--- config.mk ---
export PLATFORM = sky130hd
export DESIGN_NAME = ima_adpcm_codec_flat
export DESIGN_NICKNAME = d
export VERILOG_FILES = /design/src/sv/ima_pkg.sv /design/src/sv/ima_if.sv /design/src/sv/ima_quant.sv /design/src/sv/ima_update.sv /design/src/sv/ima_adpcm_codec.sv /design/src/flat_wrapper.sv
export SDC_FILE = /design/constraint.sdc
export NUM_CORES = 1
export LEC_CHECK = 0
export ABC_CLOCK_PERIOD_IN_PS = 20100
export BUFFER_PORTS_ARGS = -buffer_cell sky130_fd_sc_hd__buf_2
export CAP_MARGIN = 20
export CORE_ASPECT_RATIO = 1.5
export CORE_MARGIN = 2
export CORE_UTILIZATION = 25
export CTS_CLUSTER_DIAMETER = 80
export DETAILED_ROUTE_END_ITERATION = 10
export SLEW_MARGIN = 20
export SYNTH_ARGS = -nofsm -noshare
export SYNTH_HDL_FRONTEND = slang
export SYNTH_SLANG_ARGS = --single-unit
export TNS_END_PERCENT = 10
--- constraint.sdc ---
create_clock -name clk -period 20.1 [get_ports clk]
set_clock_uncertainty 0.15 [all_clocks]
set_input_delay 3.015 -clock clk [delete_from_list [all_inputs] [get_ports clk]]
set_output_delay 3.015 -clock clk [all_outputs]
set_load 0.05 [all_outputs]
--- src/sv/ima_pkg.sv ---
package ima_pkg;

  localparam int unsigned STEP_LAST = 88;
  localparam int unsigned IDX_W = 7;
  localparam int unsigned STEP_W = 15;
  localparam int unsigned DQ_W = 16;

  localparam logic signed [15:0] PRED_MAX = 16'sh7FFF;
  localparam logic signed [15:0] PRED_MIN = -16'sh8000;

  localparam logic [3:0] CODE_SIGN = 4'b1000;

  typedef logic [3:0] code_t;

  typedef struct packed {
    logic signed [15:0] pred;
    logic [IDX_W-1:0]   idx;
  } ima_state_t;

  localparam logic [STEP_W-1:0] STEP_SIZES [0:STEP_LAST] = '{
    15'd7,     15'd8,     15'd9,     15'd10,    15'd11,    15'd12,    15'd13,
    15'd14,    15'd16,    15'd17,    15'd19,    15'd21,    15'd23,    15'd25,
    15'd28,    15'd31,    15'd34,    15'd37,    15'd41,    15'd45,    15'd50,
    15'd55,    15'd60,    15'd66,    15'd73,    15'd80,    15'd88,    15'd97,
    15'd107,   15'd118,   15'd130,   15'd143,   15'd157,   15'd173,   15'd190,
    15'd209,   15'd230,   15'd253,   15'd279,   15'd307,   15'd337,   15'd371,
    15'd408,   15'd449,   15'd494,   15'd544,   15'd598,   15'd658,   15'd724,
    15'd796,   15'd876,   15'd963,   15'd1060,  15'd1166,  15'd1282,  15'd1411,
    15'd1552,  15'd1707,  15'd1878,  15'd2066,  15'd2272,  15'd2499,  15'd2749,
    15'd3024,  15'd3327,  15'd3660,  15'd4026,  15'd4428,  15'd4871,  15'd5358,
    15'd5894,  15'd6484,  15'd7132,  15'd7845,  15'd8630,  15'd9493,  15'd10442,
    15'd11487, 15'd12635, 15'd13899, 15'd15289, 15'd16818, 15'd18500, 15'd20350,
    15'd22385, 15'd24623, 15'd27086, 15'd29794, 15'd32767
  };

  function automatic logic [IDX_W-1:0] clamp_idx(input logic [IDX_W-1:0] idx);
    if (idx > IDX_W'(STEP_LAST)) begin
      return IDX_W'(STEP_LAST);
    end
    return idx;
  endfunction

  function automatic logic [STEP_W-1:0] step_size(input logic [IDX_W-1:0] idx);
    return STEP_SIZES[clamp_idx(idx)];
  endfunction

  function automatic logic signed [4:0] index_move(input logic [2:0] mag);
    case (mag)
      3'd4:    return 5'sd2;
      3'd5:    return 5'sd4;
      3'd6:    return 5'sd6;
      3'd7:    return 5'sd8;
      default: return -5'sd1;
    endcase
  endfunction

endpackage

--- src/sv/ima_if.sv ---
interface ima_in_if;
  logic        valid;
  logic        ready;
  logic        restart;
  logic [15:0] pcm_sample;
  logic [3:0]  code_in;

  modport source (output valid, output restart, output pcm_sample, output code_in,
                  input ready);
  modport sink (input valid, input restart, input pcm_sample, input code_in,
                output ready);
endinterface

interface ima_out_if;
  logic        valid;
  logic        ready;
  logic [3:0]  code_out;
  logic [15:0] recon_sample;

  modport source (output valid, output code_out, output recon_sample, input ready);
  modport sink (input valid, input code_out, input recon_sample, output ready);
endinterface

interface ima_cfg_if;
  logic valid;
  logic ready;
  logic direction;

  modport source (output valid, output direction, input ready);
  modport sink (input valid, input direction, output ready);
endinterface

--- src/sv/ima_quant.sv ---
module ima_quant (
  input  ima_pkg::ima_state_t cur,
  input  logic signed [15:0]  sample,
  output ima_pkg::code_t      code
);
  import ima_pkg::*;

  logic [STEP_W-1:0]  step;
  logic signed [16:0] diff;
  logic [16:0]        mag0;
  logic [16:0]        mag1;
  logic [16:0]        mag2;
  logic               b2;
  logic               b1;
  logic               b0;

  always_comb begin
    step = step_size(cur.idx);
    diff = 17'(sample) - 17'(cur.pred);
    mag0 = diff[16] ? 17'(-diff) : 17'(diff);
    b2   = mag0 >= 17'(step);
    mag1 = b2 ? mag0 - 17'(step) : mag0;
    b1   = mag1 >= 17'(step >> 1);
    mag2 = b1 ? mag1 - 17'(step >> 1) : mag1;
    b0   = mag2 >= 17'(step >> 2);
    code = {diff[16], b2, b1, b0};
  end

endmodule

--- src/sv/ima_update.sv ---
module ima_update (
  input  ima_pkg::ima_state_t cur,
  input  ima_pkg::code_t      code,
  output ima_pkg::ima_state_t nxt
);
  import ima_pkg::*;

  logic [STEP_W-1:0]  step;
  logic [DQ_W-1:0]    dq;
  logic signed [17:0] sum;
  logic signed [7:0]  idx_sum;

  always_comb begin
    step = step_size(cur.idx);
    dq   = DQ_W'(step >> 3);
    if (code[2]) begin
      dq = dq + DQ_W'(step);
    end
    if (code[1]) begin
      dq = dq + DQ_W'(step >> 1);
    end
    if (code[0]) begin
      dq = dq + DQ_W'(step >> 2);
    end

    if ((code & CODE_SIGN) != 4'd0) begin
      sum = 18'(cur.pred) - $signed({2'b00, dq});
    end else begin
      sum = 18'(cur.pred) + $signed({2'b00, dq});
    end

    if (sum > 18'(PRED_MAX)) begin
      nxt.pred = PRED_MAX;
    end else if (sum < 18'(PRED_MIN)) begin
      nxt.pred = PRED_MIN;
    end else begin
      nxt.pred = sum[15:0];
    end

    idx_sum = $signed({1'b0, clamp_idx(cur.idx)}) + 8'(index_move(code[2:0]));
    if (idx_sum < 8'sd0) begin
      nxt.idx = '0;
    end else if (idx_sum > 8'(STEP_LAST)) begin
      nxt.idx = IDX_W'(STEP_LAST);
    end else begin
      nxt.idx = idx_sum[IDX_W-1:0];
    end
  end

endmodule

--- src/sv/ima_adpcm_codec.sv ---
// IMA ADPCM codec, one sample per item.
// Path: the input register loads at accept; the result register loads when the item advances.
// Throughput: 1 item per cycle unless the output stalls; quantizer and update are combinational.
// The result register decouples the sides; a stalled output holds the input register.
// Reset (rst, synchronous): clears predictor, step index, direction and all valid flags.
module ima_adpcm_codec (
  input  logic              clk,
  input  logic              rst,
  ima_cfg_if.sink           cfg,
  ima_in_if.sink            din,
  ima_out_if.source         dout
);
  import ima_pkg::*;

  logic               direction;
  logic               in_valid;
  logic               in_restart;
  logic signed [15:0] in_pcm;
  code_t              in_code;
  logic               out_valid;
  code_t              out_code;
  logic signed [15:0] out_recon;
  ima_state_t         state;
  ima_state_t         cur;
  ima_state_t         state_next;
  code_t              qcode;
  code_t              code;
  logic               advance;

  assign advance   = in_valid && (!out_valid || dout.ready);
  assign din.ready = !in_valid || advance;
  assign cfg.ready = 1'b1;

  assign cur  = in_restart ? '0 : state;
  assign code = direction ? in_code : qcode;

  ima_quant u_quant (
    .cur    (cur),
    .sample (in_pcm),
    .code   (qcode)
  );

  ima_update u_update (
    .cur  (cur),
    .code (code),
    .nxt  (state_next)
  );

  always_ff @(posedge clk) begin
    if (rst) begin
      direction <= 1'b0;
      in_valid  <= 1'b0;
      out_valid <= 1'b0;
      state     <= '0;
    end else begin
      if (cfg.valid && cfg.ready) begin
        direction <= cfg.direction;
      end
      if (din.ready) begin
        in_valid <= din.valid;
      end
      if (!out_valid || dout.ready) begin
        out_valid <= in_valid;
      end
      if (advance) begin
        state <= state_next;
      end
    end
  end

  always_ff @(posedge clk) begin
    if (din.valid && din.ready) begin
      in_restart <= din.restart;
      in_pcm     <= din.pcm_sample;
      in_code    <= din.code_in;
    end
    if (advance) begin
      out_code  <= code;
      out_recon <= state_next.pred;
    end
  end

  assign dout.valid        = out_valid;
  assign dout.code_out     = out_code;
  assign dout.recon_sample = out_recon;

`ifndef NO_ASSERTIONS
  a_idx_range: assert property (@(posedge clk) disable iff (rst)
    state.idx <= IDX_W'(STEP_LAST))
    else $error("step index above table end");

  a_stall_hold: assert property (@(posedge clk) disable iff (rst)
    (out_valid && !dout.ready) |=> ($stable(state) && $stable(out_recon)))
    else $error("state moved while result stalled");

  a_decode_copy: assert property (@(posedge clk) disable iff (rst)
    (advance && direction) |=> (out_code == $past(in_code)))
    else $error("decode result code differs from input code");

  a_recon_state: assert property (@(posedge clk) disable iff (rst)
    $past(advance) |-> (out_recon == state.pred))
    else $error("result sample differs from predictor");
`endif

endmodule
--- src/flat_wrapper.sv ---
// flat-port wrapper written by rule: the top's interface ports become plain ports
module ima_adpcm_codec_flat import ima_pkg::*;
  (clk, rst, cfg_valid, cfg_direction, cfg_ready, din_valid, din_restart, din_pcm_sample, din_code_in, din_ready, dout_valid, dout_code_out, dout_recon_sample, dout_ready);
  ima_cfg_if cfg_i ();
  ima_in_if din_i ();
  ima_out_if dout_i ();
  input  logic clk;
  input  logic rst;
  input wire logic [$bits(cfg_i.valid)-1:0] cfg_valid;
  input wire logic [$bits(cfg_i.direction)-1:0] cfg_direction;
  output wire logic [$bits(cfg_i.ready)-1:0] cfg_ready;
  input wire logic [$bits(din_i.valid)-1:0] din_valid;
  input wire logic [$bits(din_i.restart)-1:0] din_restart;
  input wire logic [$bits(din_i.pcm_sample)-1:0] din_pcm_sample;
  input wire logic [$bits(din_i.code_in)-1:0] din_code_in;
  output wire logic [$bits(din_i.ready)-1:0] din_ready;
  output wire logic [$bits(dout_i.valid)-1:0] dout_valid;
  output wire logic [$bits(dout_i.code_out)-1:0] dout_code_out;
  output wire logic [$bits(dout_i.recon_sample)-1:0] dout_recon_sample;
  input wire logic [$bits(dout_i.ready)-1:0] dout_ready;
  assign cfg_i.valid = cfg_valid;
  assign cfg_i.direction = cfg_direction;
  assign cfg_ready = cfg_i.ready;
  assign din_i.valid = din_valid;
  assign din_i.restart = din_restart;
  assign din_i.pcm_sample = din_pcm_sample;
  assign din_i.code_in = din_code_in;
  assign din_ready = din_i.ready;
  assign dout_valid = dout_i.valid;
  assign dout_code_out = dout_i.code_out;
  assign dout_recon_sample = dout_i.recon_sample;
  assign dout_i.ready = dout_ready;
  ima_adpcm_codec u_core (.clk(clk), .rst(rst), .cfg(cfg_i), .din(din_i), .dout(dout_i));
endmodule
==> flow_metrics.py <==
metrics = {
    "outcome": {
        "status": "finished, final reports clean",
    },
    "placed_design": {
        "numPortBuffers": 48,
        "placed_cells": 2162,
        "gp_congestion": 0.9592,
        "preCtsSetupSlack_ns": 3.274,
        "dpl.hpwl_um": 32510,
    },
    "sta": {
        "maxSlewViolCount": 0,
        "fin_setup_tns_ns": 0,
        "finalHoldViolCount": 0,
        "relSlewSlack_pct": 36.44,
        "worst_slack_ns": 3.097,
        "min_period_over_period_pct": 84.59,
        "max_freq_ghz": 0.05881,
        "worst_pin_slew_ns": 0.9523,
        "timing.final.crit_period_ns": 17.00,
        "setup_viol": 0,
        "fin_hold_ws_ns": 0.3113,
        "rsz0062_at_grt": "false",
    },
    "setup_path": {
        "end_kind": "flip-flop",
        "crit_buf_inv": 6,
        "worst-r2r-setup-slack_ns": 3.10,
        "slowest_stage": "a21oi_2",
        "worstPathRequired_ns": 20.15,
        "cp_common_cell": "a21oi_1",
        "crit_family": "compound AO/OA/AOI/OAI gates",
        "crit_path_max_incr_delay_ns": 0.79,
        "cp.arrival_ns": 17.05,
        "cp_max_fo": 23,
        "startpoint_type": "flip-flop",
        "worst-setup-path-type": "reg2reg",
    },
    "detailed_routing": {
        "postRouteAntennaNets": 0,
        "num_vias": 11870,
        "dr.first_iter.drc_count": 800,
        "firstDrtPassIters": 6,
        "avgRoutedWirePerCell_um": 18.52,
        "wirelength_um": 40350,
        "drc": 0,
        "vias_per_cell": 5.448,
    },
    "yosys": {
        "seq_area_frac_synth_pct": 14.82,
        "synth_seq_cells": 67,
        "ys_top_cells_by_area": "ha_1 (15%), edfxtp_1 (10%), xnor2_1 (5.7%)",
        "postSynthCellCount": 1562,
        "yosysWarnings": 0,
        "synth_ff_type": "edfxtp_1",
        "syn-num-nets": 1741,
        "synth.avg_cell_area_um2": 7.565,
        "synth_edf_count": 41,
        "async_reset_ff_share_pct": 0,
        "netlist_area_um2": 11820,
        "yosys.area.top_type": "ha_1",
        "ys_types": 106,
        "yosys.area.top_type_share_pct": 15.25,
    },
    "layout": {
        "final_common_cell": "nor2_1",
        "layout-drive-gt1-share_pct": 10.54,
        "area_growth_pct": 9.636,
        "diodes": 0,
        "final_nets": 1758,
        "final_cells": 2178,
        "layout_common_cells": "nor2_1 (155), nand2_1 (149), ha_1 (144)",
    },
    "grt": {
        "antenna_found_initial": 0,
        "grt_pass1_wl_um": 63470,
        "grt_pass1_vias": 11800,
        "grt_max_degree": 45,
        "grt_usage_pct": 16.24,
        "grt_overflow_total": 0,
    },
    "clock_tree": {
        "cts_sinks": 67,
        "clk_path_buf_depth": 2,
        "cts_made_buffers": 9,
        "cts_tree": "built",
        "root_buffer": "clkbuf_16",
        "cts.htree.levels": 3,
        "clkTransAtPathRegs_ns": 0.06,
        "cts_resized": 0,
        "post-cts-setup-buffer-count": 0,
        "holdBufCountCts": 0,
        "clk_latency_ns": 0.35,
    },
    "die": {
        "rows": 97,
        "initial_core_util_pct": 25.29,
        "fp.dieH_um": 270.3,
        "die_area_um2": 49060,
        "fp.dieW_um": 181.5,
        "core_um2": 46730,
        "io-pin-count": 50,
    },
    "hold_path": {
        "hp-class": "reg2reg",
    },
    "job": {
        "maxCapViolCount": 0,
    },
}
-- worst paths after layout --
check | startpoint | endpoint | depth (start not counted)
setup / recovery | u_core.state[5] | u_core.state[9] | 66
hold / removal | u_core.state[22] | u_core.state[22] | 2
setup reg to reg | u_core.state[5] | u_core.state[9] | 66
hold reg to reg | u_core.state[22] | u_core.state[22] | 2
-- worst min-delay path, stage by stage (launching register included) --
cell and delay (ns):
dfxtp_1 0.31, nand2_1 0.05, a21oi_1 0.05
-- metrics by stage --
step                cell area [um2]  utilization, %
floorplan                     11820               -
global placement              12650           27.07
detailed placement            12650           27.07
CTS                           12950           27.73
global route                  12950           27.73
finish                        12950           27.73
-- routing by layer --
| layer | vias up | share of wire, % | routed length [um] | GRT usage (%) |
|---|---|---|---|---|
| met5 | - | 0 | 0 | 0 |
| met4 | 0 | 7.1 | 2870 | 11.30 |
| met3 | 127 | 3.7 | 1498 | 1.321 |
| met2 | 427 | 51 | 20600 | 29.81 |
| met1 | 5559 | 38 | 15370 | 17.49 |
| li1 | 5753 | - | - | - |
-- cell usage after synthesis, drive strengths merged (11+ instances only) --
| master | n |
|---|---|
| nand4 | 11 |
| dfxtp | 26 |
| mux2 | 18 |
| or2 | 13 |
| a21oi | 131 |
| inv | 102 |
| xor2 | 34 |
| nor4 | 13 |
| and3 | 13 |
| o21bai | 13 |
| or3 | 13 |
| xnor2 | 80 |
| nand2 | 149 |
| o211ai | 26 |
| o21a | 23 |
| nor2 | 155 |
| o31ai | 11 |
| buf | 20 |
| o21ai | 111 |
| nor3 | 40 |
| a211oi | 28 |
| clkbuf | 40 |
| nor2b | 21 |
| ha | 144 |
| a21o | 27 |
| nand2b | 18 |
| nand3 | 42 |
| a31oi | 11 |
| mux2i | 24 |
| edfxtp | 41 |
-- cell families after synthesis --
kind of cell | synth area share [%]
AOI/OAI and AO/OA | 28.24
xor gates and xnor gates | 9.001
adders and majority gates | 16.60
buffers and inverters | 5.866
DFF | 14.82
muxes | 3.971
other | 0.03174
and+or+nand+nor | 21.46
-- cell type report --
class | count | area [um2]
fillers | 4996 | 33770
multi-input cells | 1328 | 9371
flip-flops and latches | 67 | 1752
well taps | 594 | 743.2
inverters | 106 | 397.9
repair buffers | 67 | 382.9
clock buffers | 9 | 225.2
clock inverters | 7 | 82.58
-- registers in the layout, summed over array words and instances (netlist names) --
name,count
u_core.state,23
u_core.dout.recon_sample,16
u_core.in_pcm,16
u_core.dout.code_out,4
u_core.in_code,4
u_core.direction,1
u_core.dout.valid,1
u_core.in_restart,1
u_core.in_valid,1
Power is left out: the tool's default activity adds up to more than one toggle a clock period on the data nets, which glitch-free logic cannot reach.
